## src/hw/rtl/esds_pkg.sv

```systemverilog
// ----------------------------------------------------------------------------
// esds_pkg
// Shared types and constants of the descriptor parser: the job handed from the
// byte parser to the config decoder, descriptor tags and the rate table.
// ----------------------------------------------------------------------------
package esds_pkg;

  // Bytes of the audio config that the decoder can ever reach (51 bits max).
  localparam int unsigned HEAD_BYTES = 7;
  localparam int unsigned HEAD_BITS  = 8 * HEAD_BYTES;
  localparam int unsigned LEN_W      = 8;
  localparam int unsigned FIFO_DEPTH = 2;

  localparam logic [7:0] TAG_ES  = 8'h03;
  localparam logic [7:0] TAG_DC  = 8'h04;
  localparam logic [7:0] TAG_CFG = 8'h05;

  localparam logic [7:0] ES_FLAG_DEP = 8'h80;
  localparam logic [7:0] ES_FLAG_URL = 8'h40;
  localparam logic [7:0] ES_FLAG_OCR = 8'h20;

  localparam logic [4:0]  AOT_ESCAPE = 5'd31;
  localparam logic [4:0]  AOT_SBR    = 5'd5;
  localparam logic [4:0]  AOT_PS     = 5'd29;
  localparam logic [4:0]  AOT_LC_MAX = 5'd4;
  localparam logic [10:0] SYNC_EXT   = 11'h2B7;

  typedef struct packed {
    logic                 ok;
    logic [LEN_W-1:0]     len;
    logic [HEAD_BITS-1:0] head;
  } job_t;

  function automatic logic [16:0] rate_of(input logic [3:0] idx);
    logic [16:0] r;
    case (idx)
      4'd0:    r = 17'd96000;
      4'd1:    r = 17'd88200;
      4'd2:    r = 17'd64000;
      4'd3:    r = 17'd48000;
      4'd4:    r = 17'd44100;
      4'd5:    r = 17'd32000;
      4'd6:    r = 17'd24000;
      4'd7:    r = 17'd22050;
      4'd8:    r = 17'd16000;
      4'd9:    r = 17'd12000;
      4'd10:   r = 17'd11025;
      4'd11:   r = 17'd8000;
      4'd12:   r = 17'd7350;
      default: r = 17'd0;
    endcase
    return r;
  endfunction

endpackage

```

## src/hw/rtl/esds_in_if.sv

```systemverilog
// ----------------------------------------------------------------------------
// esds_in_if
// Byte channel into the parser: one payload byte and its end marker.
// ----------------------------------------------------------------------------
interface esds_in_if;
  logic       valid;
  logic       ready;
  logic [7:0] data_byte;
  logic       last_byte;

  modport source (output valid, output data_byte, output last_byte, input ready);
  modport sink   (input valid, input data_byte, input last_byte, output ready);
endinterface

```

## src/hw/rtl/esds_out_if.sv

```systemverilog
// ----------------------------------------------------------------------------
// esds_out_if
// Result channel of the parser: decoded audio config, one per payload.
// ----------------------------------------------------------------------------
interface esds_out_if;
  logic        valid;
  logic        ready;
  logic        status;
  logic [6:0]  object_type;
  logic [16:0] output_rate_hz;
  logic [1:0]  channel_count;
  logic        sbr_present;
  logic [6:0]  config_length;

  modport source (output valid, output status, output object_type, output output_rate_hz,
                  output channel_count, output sbr_present, output config_length,
                  input ready);
  modport sink   (input valid, input status, input object_type, input output_rate_hz,
                  input channel_count, input sbr_present, input config_length,
                  output ready);
endinterface

```

## src/hw/rtl/esds_front.sv

```systemverilog
// ----------------------------------------------------------------------------
// esds_front
// Byte parser: walks the descriptor tree one byte per cycle while byte_fire_i
// is high, captures the config head and queues a decode job on the last byte.
// ----------------------------------------------------------------------------
module esds_front #(
  parameter int unsigned MAX_CONFIG_BYTES = 64,
  parameter int unsigned MAX_DESCRIPTORS  = 16
) (
  input  logic          clk_i,
  input  logic          rst_ni,
  input  logic          byte_fire_i,
  input  logic [7:0]    data_byte_i,
  input  logic          last_byte_i,
  output logic          push_o,
  output esds_pkg::job_t job_o
);
  import esds_pkg::*;

  localparam int unsigned CNT_W  = $clog2(MAX_CONFIG_BYTES + 1);
  localparam int unsigned DCNT_W = $clog2(MAX_DESCRIPTORS + 1);
  localparam int unsigned HIDX_W = $clog2(HEAD_BYTES);

  typedef enum logic [3:0] {
    PH_SKIP, PH_TAG, PH_LEN_ES, PH_LEN_DC, PH_LEN_CFG, PH_LEN_OTHER,
    PH_ES_ID, PH_ES_FLAGS, PH_ES_DEP, PH_ES_URLLEN, PH_ES_URL, PH_ES_OCR,
    PH_CAPTURE, PH_DONE, PH_FAIL
  } phase_e;

  phase_e             phase_q, phase_d;
  logic [31:0]        skip_q, skip_d;
  logic [31:0]        acc_q, acc_d;
  logic [DCNT_W-1:0]  dcnt_q, dcnt_d;
  logic [7:0]         flags_q, flags_d;
  logic [CNT_W-1:0]   len_q, len_d;
  logic [CNT_W-1:0]   cnt_q, cnt_d;
  logic               done_q, done_d;
  logic [7:0]         head_q [HEAD_BYTES];
  logic [7:0]         head_d [HEAD_BYTES];
  logic               skip_end;

  assign skip_end = (skip_q == 32'd1);

  always_comb begin
    phase_d = phase_q;
    skip_d  = skip_q;
    acc_d   = acc_q;
    dcnt_d  = dcnt_q;
    flags_d = flags_q;
    len_d   = len_q;
    cnt_d   = cnt_q;
    done_d  = done_q;
    head_d  = head_q;
    push_o  = 1'b0;
    job_o   = '0;

    if (byte_fire_i) begin
      case (phase_q)
        PH_SKIP, PH_ES_ID, PH_ES_DEP, PH_ES_URL, PH_ES_OCR: begin
          skip_d = skip_q - 32'd1;
          if (skip_end) begin
            case (phase_q)
              PH_ES_ID: phase_d = PH_ES_FLAGS;
              PH_ES_DEP: begin
                if ((flags_q & ES_FLAG_URL) != '0) begin
                  phase_d = PH_ES_URLLEN;
                end else if ((flags_q & ES_FLAG_OCR) != '0) begin
                  skip_d  = 32'd2;
                  phase_d = PH_ES_OCR;
                end else begin
                  phase_d = PH_TAG;
                end
              end
              PH_ES_URL: begin
                if ((flags_q & ES_FLAG_OCR) != '0) begin
                  skip_d  = 32'd2;
                  phase_d = PH_ES_OCR;
                end else begin
                  phase_d = PH_TAG;
                end
              end
              default: phase_d = PH_TAG;
            endcase
          end
        end
        PH_TAG: begin
          if (dcnt_q >= DCNT_W'(MAX_DESCRIPTORS)) begin
            phase_d = PH_FAIL;
          end else begin
            dcnt_d = dcnt_q + 1'b1;
            acc_d  = '0;
            case (data_byte_i)
              TAG_ES:  phase_d = PH_LEN_ES;
              TAG_DC:  phase_d = PH_LEN_DC;
              TAG_CFG: phase_d = PH_LEN_CFG;
              default: phase_d = PH_LEN_OTHER;
            endcase
          end
        end
        PH_LEN_ES, PH_LEN_DC, PH_LEN_CFG, PH_LEN_OTHER: begin
          acc_d = {acc_q[24:0], data_byte_i[6:0]};
          if (!data_byte_i[7]) begin
            case (phase_q)
              PH_LEN_ES: begin
                skip_d  = 32'd2;
                phase_d = PH_ES_ID;
              end
              PH_LEN_DC: begin
                skip_d  = 32'd13;
                phase_d = PH_SKIP;
              end
              PH_LEN_CFG: begin
                if (acc_d == '0 || acc_d > 32'(MAX_CONFIG_BYTES)) begin
                  phase_d = PH_FAIL;
                end else begin
                  len_d   = CNT_W'(acc_d);
                  cnt_d   = '0;
                  phase_d = PH_CAPTURE;
                end
              end
              default: begin
                if (acc_d == '0) begin
                  phase_d = PH_TAG;
                end else begin
                  skip_d  = acc_d;
                  phase_d = PH_SKIP;
                end
              end
            endcase
          end
        end
        PH_ES_FLAGS: begin
          flags_d = data_byte_i;
          if ((data_byte_i & ES_FLAG_DEP) != '0) begin
            skip_d  = 32'd2;
            phase_d = PH_ES_DEP;
          end else if ((data_byte_i & ES_FLAG_URL) != '0) begin
            phase_d = PH_ES_URLLEN;
          end else if ((data_byte_i & ES_FLAG_OCR) != '0) begin
            skip_d  = 32'd2;
            phase_d = PH_ES_OCR;
          end else begin
            phase_d = PH_TAG;
          end
        end
        PH_ES_URLLEN: begin
          if (data_byte_i != '0) begin
            skip_d  = 32'(data_byte_i);
            phase_d = PH_ES_URL;
          end else if ((flags_q & ES_FLAG_OCR) != '0) begin
            skip_d  = 32'd2;
            phase_d = PH_ES_OCR;
          end else begin
            phase_d = PH_TAG;
          end
        end
        PH_CAPTURE: begin
          if (cnt_q < CNT_W'(HEAD_BYTES)) begin
            head_d[cnt_q[HIDX_W-1:0]] = data_byte_i;
          end
          cnt_d = cnt_q + 1'b1;
          if (cnt_d >= len_q) begin
            done_d  = 1'b1;
            phase_d = PH_DONE;
          end
        end
        default: ;
      endcase

      if (last_byte_i) begin
        push_o    = 1'b1;
        job_o.ok  = done_d;
        job_o.len = LEN_W'(len_d);
        for (int i = 0; i < HEAD_BYTES; i++) begin
          job_o.head[HEAD_BITS-1-8*i -: 8] = head_d[i];
        end
        phase_d = PH_SKIP;
        skip_d  = 32'd4;
        acc_d   = '0;
        dcnt_d  = '0;
        flags_d = '0;
        len_d   = '0;
        cnt_d   = '0;
        done_d  = 1'b0;
      end
    end
  end

  always_ff @(posedge clk_i or negedge rst_ni) begin
    if (!rst_ni) begin
      phase_q <= PH_SKIP;
      skip_q  <= 32'd4;
      acc_q   <= '0;
      dcnt_q  <= '0;
      flags_q <= '0;
      len_q   <= '0;
      cnt_q   <= '0;
      done_q  <= 1'b0;
    end else begin
      phase_q <= phase_d;
      skip_q  <= skip_d;
      acc_q   <= acc_d;
      dcnt_q  <= dcnt_d;
      flags_q <= flags_d;
      len_q   <= len_d;
      cnt_q   <= cnt_d;
      done_q  <= done_d;
    end
  end

  always_ff @(posedge clk_i) begin
    head_q <= head_d;
  end

endmodule

```

## src/hw/rtl/esds_job_fifo.sv

```systemverilog
// ----------------------------------------------------------------------------
// esds_job_fifo
// Two-entry queue of decode jobs between the byte parser and the decoder.
// ----------------------------------------------------------------------------
module esds_job_fifo (
  input  logic           clk_i,
  input  logic           rst_ni,
  input  logic           push_i,
  input  esds_pkg::job_t push_data_i,
  output logic           full_o,
  input  logic           pop_i,
  output logic           pop_valid_o,
  output esds_pkg::job_t pop_data_o
);
  import esds_pkg::*;

  localparam int unsigned PTR_W = $clog2(FIFO_DEPTH);

  job_t                     mem_q [FIFO_DEPTH];
  logic [PTR_W-1:0]         wr_q, rd_q;
  logic [$clog2(FIFO_DEPTH+1)-1:0] cnt_q;
  logic                     do_push, do_pop;

  assign full_o      = (cnt_q == FIFO_DEPTH[$clog2(FIFO_DEPTH+1)-1:0]);
  assign pop_valid_o = (cnt_q != '0);
  assign pop_data_o  = mem_q[rd_q];
  assign do_push     = push_i && !full_o;
  assign do_pop      = pop_i && pop_valid_o;

  always_ff @(posedge clk_i or negedge rst_ni) begin
    if (!rst_ni) begin
      wr_q  <= '0;
      rd_q  <= '0;
      cnt_q <= '0;
    end else begin
      if (do_push) begin
        wr_q <= wr_q + 1'b1;
      end
      if (do_pop) begin
        rd_q <= rd_q + 1'b1;
      end
      if (do_push && !do_pop) begin
        cnt_q <= cnt_q + 1'b1;
      end else if (do_pop && !do_push) begin
        cnt_q <= cnt_q - 1'b1;
      end
    end
  end

  always_ff @(posedge clk_i) begin
    if (do_push) begin
      mem_q[wr_q] <= push_data_i;
    end
  end

endmodule

```

## src/hw/rtl/esds_back.sv

```systemverilog
// ----------------------------------------------------------------------------
// esds_back
// Config decoder: unpacks the audio config head of one job and holds the
// result in an output register.
// ----------------------------------------------------------------------------
module esds_back (
  input  logic              clk_i,
  input  logic              rst_ni,
  input  logic              job_valid_i,
  input  esds_pkg::job_t    job_i,
  output logic              pop_o,
  esds_out_if.source        out_o
);
  import esds_pkg::*;

  localparam logic [5:0] P_AOT  = 6'd0;
  localparam logic [5:0] P_EXT  = 6'd5;
  localparam logic [5:0] P_SFI  = 6'd5;
  localparam logic [5:0] P_SFIX = 6'd11;
  localparam logic [5:0] P_DEP  = 6'd13;
  localparam logic [5:0] P_SYNC = 6'd16;
  localparam logic [5:0] P_SYNX = 6'd30;

  function automatic logic [15:0] peek(input logic [HEAD_BITS-1:0] h, input logic [5:0] p);
    logic [HEAD_BITS+15:0] t;
    t = {h, 16'h0} << p;
    return t[HEAD_BITS+15 -: 16];
  endfunction

  function automatic logic have(input logic [5:0] last_bit, input logic [LEN_W-1:0] len);
    return LEN_W'(last_bit[5:3]) < len;
  endfunction

  logic        status_d;
  logic [6:0]  aot_d;
  logic [16:0] rate_d;
  logic [1:0]  ch_d;
  logic        sbr_d;
  logic [6:0]  len_d;

  logic [4:0]  a5;
  logic [5:0]  ext;
  logic        esc, ext_ok;
  logic [5:0]  pos, q;
  logic [3:0]  sfi, ch, er5, er;
  logic        sfi_ok, ch_ok, er5_ok, dep_one;
  logic [10:0] sync;
  logic [4:0]  xtype;
  logic        ext_hit;
  logic [16:0] er5_rate, er_rate;
  logic [15:0] pk_aot, pk_ext, pk_sfi, pk_ch, pk_dep, pk_sync, pk_xt, pk_er;
  logic [HEAD_BITS-1:0] h;
  logic [LEN_W-1:0]     n;

  always_comb begin
    h        = job_i.head;
    n        = job_i.len;
    pk_aot   = peek(h, P_AOT);
    a5       = pk_aot[15:11];
    esc      = have(P_AOT + 6'd4, n) && (a5 == AOT_ESCAPE);
    pk_ext   = peek(h, P_EXT);
    ext      = pk_ext[15:10];
    ext_ok   = have(P_EXT + 6'd5, n);
    pos      = esc ? P_SFIX : P_SFI;
    pk_sfi   = peek(h, pos);
    sfi      = pk_sfi[15:12];
    sfi_ok   = have(pos + 6'd3, n);
    pk_ch    = peek(h, pos + 6'd4);
    ch       = pk_ch[15:12];
    ch_ok    = have(pos + 6'd7, n);
    pk_dep   = peek(h, P_DEP);
    er5      = pk_dep[15:12];
    er5_ok   = have(P_DEP + 6'd3, n);
    er5_rate = er5_ok ? rate_of(er5) : 17'd0;
    dep_one  = have(P_DEP, n) && pk_dep[15];
    q        = dep_one ? P_SYNX : P_SYNC;
    pk_sync  = peek(h, q);
    sync     = pk_sync[15:5];
    pk_xt    = peek(h, q + 6'd11);
    xtype    = pk_xt[15:11];
    pk_er    = peek(h, q + 6'd16);
    er       = pk_er[14:11];
    ext_hit  = have(q + 6'd10, n) && (sync == SYNC_EXT)
            && have(q + 6'd15, n) && (xtype == AOT_SBR)
            && have(q + 6'd16, n) && pk_er[15];
    er_rate  = (ext_hit && have(q + 6'd20, n)) ? rate_of(er) : 17'd0;

    status_d = 1'b0;
    aot_d    = '0;
    rate_d   = '0;
    ch_d     = '0;
    sbr_d    = 1'b0;
    len_d    = 7'(n);

    if (!job_i.ok) begin
      status_d = 1'b1;
      len_d    = '0;
    end else if (!(esc && !ext_ok)) begin
      aot_d  = esc ? (7'd32 + 7'(ext)) : (have(P_AOT + 6'd4, n) ? 7'(a5) : 7'd0);
      rate_d = sfi_ok ? rate_of(sfi) : 17'd0;
      ch_d   = !ch_ok ? 2'd0 : (ch > 4'd2) ? 2'd2 : ch[1:0];
      if (!esc && have(P_AOT + 6'd4, n)) begin
        if (a5 == AOT_SBR || a5 == AOT_PS) begin
          if (er5_rate != '0) begin
            rate_d = er5_rate;
            sbr_d  = 1'b1;
          end
        end else if (a5 >= 5'd1 && a5 <= AOT_LC_MAX) begin
          if (er_rate != '0) begin
            rate_d = er_rate;
            sbr_d  = 1'b1;
          end
        end
      end
    end
  end

  assign pop_o = job_valid_i && (!out_o.valid || out_o.ready);

  always_ff @(posedge clk_i or negedge rst_ni) begin
    if (!rst_ni) begin
      out_o.valid <= 1'b0;
    end else if (pop_o) begin
      out_o.valid <= 1'b1;
    end else if (out_o.ready) begin
      out_o.valid <= 1'b0;
    end
  end

  always_ff @(posedge clk_i) begin
    if (pop_o) begin
      out_o.status         <= status_d;
      out_o.object_type    <= aot_d;
      out_o.output_rate_hz <= rate_d;
      out_o.channel_count  <= ch_d;
      out_o.sbr_present    <= sbr_d;
      out_o.config_length  <= len_d;
    end
  end

endmodule

```

## src/hw/rtl/esds_audio_config_parser.sv

```systemverilog
// ----------------------------------------------------------------------------
// esds_audio_config_parser
// Elementary stream descriptor parser with audio specific config decode.
//
//   channel  dir  payload                                    transaction
//   in_i     in   data_byte[7:0], last_byte                  one payload byte
//   out_o    out  status, object_type, output_rate_hz,       one result per
//                 channel_count, sbr_present, config_length   payload
//
// One byte per cycle while the job queue is not full; the byte parser
// registers its state as each byte is taken. A payload's job is written
// into the job queue when its last byte is taken, and the decoder loads its
// output register from the queue head once that register is free. The
// two-entry job queue absorbs output stalls; input stalls only when it is
// full. Reset clears the parser state and both valid flags; no clearing pass.
// ----------------------------------------------------------------------------
module esds_audio_config_parser #(
  parameter int unsigned MAX_CONFIG_BYTES = 64,
  parameter int unsigned MAX_DESCRIPTORS  = 16
) (
  input  logic       clk_i,
  input  logic       rst_ni,
  esds_in_if.sink    in_i,
  esds_out_if.source out_o
);
  import esds_pkg::*;

  logic byte_fire;
  logic push, full, pop, job_valid;
  job_t push_job, pop_job;

  assign in_i.ready = !full;
  assign byte_fire  = in_i.valid && !full;

  esds_front #(
    .MAX_CONFIG_BYTES (MAX_CONFIG_BYTES),
    .MAX_DESCRIPTORS  (MAX_DESCRIPTORS)
  ) u_front (
    .clk_i       (clk_i),
    .rst_ni      (rst_ni),
    .byte_fire_i (byte_fire),
    .data_byte_i (in_i.data_byte),
    .last_byte_i (in_i.last_byte),
    .push_o      (push),
    .job_o       (push_job)
  );

  esds_job_fifo u_fifo (
    .clk_i       (clk_i),
    .rst_ni      (rst_ni),
    .push_i      (push),
    .push_data_i (push_job),
    .full_o      (full),
    .pop_i       (pop),
    .pop_valid_o (job_valid),
    .pop_data_o  (pop_job)
  );

  esds_back u_back (
    .clk_i       (clk_i),
    .rst_ni      (rst_ni),
    .job_valid_i (job_valid),
    .job_i       (pop_job),
    .pop_o       (pop),
    .out_o       (out_o)
  );

endmodule
```

## src/flat_wrapper.sv

```systemverilog
// flat-port wrapper written by rule: the top's interface ports become plain ports
module esds_audio_config_parser_flat import esds_pkg::*;
#(
  parameter int unsigned MAX_CONFIG_BYTES = 64,
  parameter int unsigned MAX_DESCRIPTORS  = 16
)
  (clk_i, rst_ni, in_i_valid, in_i_data_byte, in_i_last_byte, in_i_ready, out_o_valid, out_o_status, out_o_object_type, out_o_output_rate_hz, out_o_channel_count, out_o_sbr_present, out_o_config_length, out_o_ready);
  esds_in_if in_i_i ();
  esds_out_if out_o_i ();
  input  logic clk_i;
  input  logic rst_ni;
  input wire logic [$bits(in_i_i.valid)-1:0] in_i_valid;
  input wire logic [$bits(in_i_i.data_byte)-1:0] in_i_data_byte;
  input wire logic [$bits(in_i_i.last_byte)-1:0] in_i_last_byte;
  output wire logic [$bits(in_i_i.ready)-1:0] in_i_ready;
  output wire logic [$bits(out_o_i.valid)-1:0] out_o_valid;
  output wire logic [$bits(out_o_i.status)-1:0] out_o_status;
  output wire logic [$bits(out_o_i.object_type)-1:0] out_o_object_type;
  output wire logic [$bits(out_o_i.output_rate_hz)-1:0] out_o_output_rate_hz;
  output wire logic [$bits(out_o_i.channel_count)-1:0] out_o_channel_count;
  output wire logic [$bits(out_o_i.sbr_present)-1:0] out_o_sbr_present;
  output wire logic [$bits(out_o_i.config_length)-1:0] out_o_config_length;
  input wire logic [$bits(out_o_i.ready)-1:0] out_o_ready;
  assign in_i_i.valid = in_i_valid;
  assign in_i_i.data_byte = in_i_data_byte;
  assign in_i_i.last_byte = in_i_last_byte;
  assign in_i_ready = in_i_i.ready;
  assign out_o_valid = out_o_i.valid;
  assign out_o_status = out_o_i.status;
  assign out_o_object_type = out_o_i.object_type;
  assign out_o_output_rate_hz = out_o_i.output_rate_hz;
  assign out_o_channel_count = out_o_i.channel_count;
  assign out_o_sbr_present = out_o_i.sbr_present;
  assign out_o_config_length = out_o_i.config_length;
  assign out_o_i.ready = out_o_ready;
  esds_audio_config_parser #(.MAX_CONFIG_BYTES(MAX_CONFIG_BYTES), .MAX_DESCRIPTORS(MAX_DESCRIPTORS)) u_core (.clk_i(clk_i), .rst_ni(rst_ni), .in_i(in_i_i), .out_o(out_o_i));
endmodule
```

## config.mk

```make
export PLATFORM = sky130hd
export DESIGN_NAME = esds_audio_config_parser_flat
export DESIGN_NICKNAME = d
export VERILOG_FILES = /design/src/hw/rtl/esds_pkg.sv /design/src/hw/rtl/esds_in_if.sv /design/src/hw/rtl/esds_out_if.sv /design/src/hw/rtl/esds_front.sv /design/src/hw/rtl/esds_job_fifo.sv /design/src/hw/rtl/esds_back.sv /design/src/hw/rtl/esds_audio_config_parser.sv /design/src/flat_wrapper.sv
export SDC_FILE = /design/constraint.sdc
export NUM_CORES = 1
export LEC_CHECK = 0
export BUFFER_PORTS_ARGS = -buffer_cell sky130_fd_sc_hd__buf_2
export CORE_ASPECT_RATIO = 0.9
export CORE_UTILIZATION = 60
export CTS_CLUSTER_SIZE = 12
export DETAILED_ROUTE_END_ITERATION = 8
export PLACE_DENSITY = 0.83
export SLEW_MARGIN = 20
export SYNTH_ARGS = -nofsm -noshare
export SYNTH_HDL_FRONTEND = slang
export SYNTH_SLANG_ARGS = --single-unit
```

## constraint.sdc

```tcl
create_clock -name clk_i -period 6.7 [get_ports clk_i]
set_input_delay 1.34 -clock clk_i [delete_from_list [all_inputs] [get_ports clk_i]]
set_output_delay 1.34 -clock clk_i [all_outputs]
set_load 0.02 [all_outputs]
```

==> impl_metrics.py <==
metrics = {
    "routing": {
        "drt_iter0_markers": 1455,
        "routed-wl-met3_um": 3780,
        "remaining_drc_errors": 0,
        "wl_per_cell_um": 21.7,
        "firstDrtPassIters": 8,
        "routed_wl_um": 40300,
        "wl_met2_um": 18500,
        "ant_nets": 0,
        "vias": 12169,
        "wirelength_met1_um": 17100,
        "highest_layer": "met4",
        "vias_per_cell": 6.55,
    },
    "synthesis": {
        "synthCells": 1472,
        "synth_area_leaders": "edfxtp_1, dfrtp_1, mux2_2",
        "synth.distinct_cells": 93,
        "synth.most_common_cell": "edfxtp_1",
        "synth.top_cell.area_share_pct": 38.9,
        "synth_edf_count": 204,
        "synth_warnings": 0,
        "syn_avg_cell_area_um2": 10.7,
        "synthTopCellsByCount": "edfxtp_1, nand2_1, nor2_1",
        "synth_area_um2": 15700,
        "synth_seq_area_share_pct": 52.9,
        "async_flop_share_pct": 30.1,
        "yosys.area.top_type": "edfxtp_1",
        "syn-num-nets": 1521,
        "ys_ff_latch": 292,
        "synth_ff_type": "edfxtp_1",
    },
    "worst_setup_path": {
        "reg2reg_from": "u_core.u_fifo.rd_q",
        "critPathKind": "register to register",
        "worstReg2RegEnd": "u_core.u_back.out_o.output_rate_hz[6]",
        "crit_arrival_ns": 4.77,
        "crit_fanout": 27,
        "r2r_slack_ns": 2.28,
        "start_kind": "register",
        "reg2regPathDepth": 12,
        "end_kind": "register",
        "required_ns": 7.05,
        "critPathLaunch": "u_core.u_fifo.rd_q",
    },
    "pwr": {
        "total_leakage_power_nw": 6.47,
        "seqPwrFrac_pct": 37.3,
        "p_sw_share_pct": 40.8,
        "power_density_nw_per_um2": 432,
        "clock_power_share_pct": 21.4,
        "combPwrFrac_pct": 41.3,
        "intPower_mw": 4.39,
        "ir_drop_mv": 0.308,
        "power_switching_mw": 3.02,
    },
    "sta": {
        "tns_ns": 0,
        "worstMarginPinSlew_ns": 1.02,
        "finalSetupViolations": 0,
        "skew_ns": 0.0342,
        "finalHoldViolations": 0,
        "period_share_pct": 66.0,
        "slew_violations": 0,
        "fmax_mhz": 226,
        "rsz0062_at_grt": "false",
        "slew_headroom_pct": 32.2,
        "min_period_ns": 4.42,
    },
    "min_path": {
        "hold_start": "u_core.u_fifo.cnt_q[1]",
        "hold_end": "u_core.u_fifo.cnt_q[1]",
        "hold_path_class": "register to register",
        "min_delay_path_depth": 1,
    },
    "finish": {
        "drive_gt1_share_pct": 13.3,
        "fin_nets": 1541,
        "syn2layout_area_growth_pct": 8.95,
        "nFillCells": 1907,
        "stdcell_count": 1858,
        "antenna_cells": 0,
    },
    "clock_tree": {
        "clkTransAtPathRegs_ns": 0.06,
        "cts_tree": "built",
        "postCtsHoldBufs": 0,
        "cts_setup_buffers": 0,
        "cts_buffer_depth": 3,
        "cts.sinks": 292,
        "cts_htree_levels": 1,
        "clk_latency_ns": 0.57,
        "cts-root-buf": "clkbuf_16",
        "cts_resized": 0,
        "numCtsBuffers": 30,
    },
    "global_routing": {
        "grt_pass1_vias": 11501,
        "gr-total-overflow": 0,
        "grt_first_pass_wirelength_um": 64400,
        "antenna_found_initial": 0,
        "grt_max_degree": 76,
        "grt_usage_pct": 30.2,
    },
    "die": {
        "coreArea_um2": 25500,
        "start_util_pct": 61.8,
        "die_x_um": 173,
        "dieArea_um2": 26900,
        "num_io_pins": 50,
        "dieHeight_um": 156,
        "fp-row-count": 55,
    },
    "placement": {
        "gp_congestion": 0.922,
        "numPortBuffers": 49,
        "dp_hpwl_um": 27500,
        "place_inst": 1802,
    },
    "run": {
        "drv_cap": 0,
    },
    "status": {
        "status": "finished clean",
    },
}
[stage by stage]
| stage | util [%] | cell area, µm² | total power, mW | worst slack, ns | hold slack [ns] |
|---|---|---|---|---|---|
| 3_3_place_gp | 63.7 | 16200 | 5.69 | 2.49 | 0.486 |
| 5_1_grt | 67.3 | 17100 | 7.80 | 2.06 | 0.548 |
| 6_report | 67.3 | 17100 | 7.41 | 2.28 | 0.516 |
| 4_1_cts | 67.3 | 17100 | 7.36 | 2.37 | 0.512 |
| 3_5_place_dp | 63.7 | 16200 | 5.76 | 2.38 | 0.497 |
| 2_1_floorplan | - | 15700 | 4.96 | 1.40 | 0.461 |
[worst max-delay path, stage by stage (launching register included)]
cell and delay, ns:
dfrtp_2 0.82, nor4b_1 0.48, o22ai_2 0.33, nand2_4 0.23
inv_2 0.15, mux4_2 0.38, inv_1 0.14, ha_1 0.31
a211oi_1 0.27, o21ai_1 0.17, a21o_2 0.30, or3_1 0.37
a31oi_1 0.23
[cell type report]
cell class / instances / area, µm² / share of cell area [%]
multi-input cells: 1060 / 6920 / 40.4
clock buffers: 49 / 852 / 4.97
clock inverters: 7 / 73.8 / 0.431
repair buffers: 67 / 383 / 2.23
well taps: 342 / 428 / 2.50
flip-flops and latches: 292 / 8330 / 48.6
inverters: 41 / 154 / 0.898
[layout by cell type (no fill, tap or decap), types with 30 or more instances in the layout]
cell / count
inv_1: 36
nor3_1: 44
and2_1: 56
ha_1: 36
edfxtp_1: 204
buf_2: 48
nand2_1: 150
mux2_2: 55
nor2_1: 119
mux2i_1: 44
clkbuf_16: 30
a21oi_1: 64
dfrtp_1: 86
o21ai_0: 114
[registers in the layout (all words and copies together), names as in the netlist, 4 cells and up]
| register | count |
|---|---|
| u_core.u_front.len_q | 7 |
| u_core.u_front.skip_q | 32 |
| u_core.u_back.out_o.output_rate_hz | 17 |
| u_core.u_back.out_o.config_length | 7 |
| u_core.u_front.phase_q | 4 |
| u_core.u_front.head_q | 51 |
| u_core.u_front.acc_q | 25 |
| u_core.u_fifo.mem_q | 118 |
| u_core.u_back.out_o.object_type | 7 |
| u_core.u_front.dcnt_q | 5 |
| u_core.u_front.cnt_q | 7 |
[kinds of logic (layout without fill, tap and decap cells)]
family,after synthesis,in the layout,share of synthesized area [%]
AOI/OAI and AO/OA,360,360,15.0
xor gates and xnor gates,26,26,1.45
adders and majority gates,36,36,2.86
buffers and inverters,120,164,3.24
DFF,292,292,52.9
muxes,103,103,7.26
and+or+nand+nor,535,535,17.2
[power by group through the flow]
stage / logic [mW] / clock network [mW] / registers [mW]
finish: 3.06 / 1.59 / 2.76
global route: 3.34 / 1.66 / 2.80
CTS: 3.01 / 1.60 / 2.75
detailed placement: 2.98 / 0 / 2.78
global placement: 2.93 / 0 / 2.76
floorplan: 2.17 / 0 / 2.79
[routing by layer]
layer / vias to the layer above / global-route usage, %
li1: 5532 / -
met3: 84 / 4.82
met1: 5917 / 43.1
met2: 636 / 48.2
met4: 0 / 8.26
met5: - / 0
[worst max-delay path by stage]
stage | depth (start not counted) | to | slack [ns]
6_report | 12 | u_core.u_back.out_o.output_rate_hz[6] | 2.28
4_1_cts | 12 | u_core.u_back.out_o.output_rate_hz[6] | 2.37
5_1_grt | 12 | u_core.u_back.out_o.output_rate_hz[16] | 2.06
3_5_place_dp | 12 | u_core.u_back.out_o.output_rate_hz[6] | 2.38
2_1_floorplan | 4 | u_core.u_fifo.mem_q[1][10] | 1.40
3_3_place_gp | 12 | u_core.u_back.out_o.output_rate_hz[6] | 2.49
(Power assumes the default switching activity.)
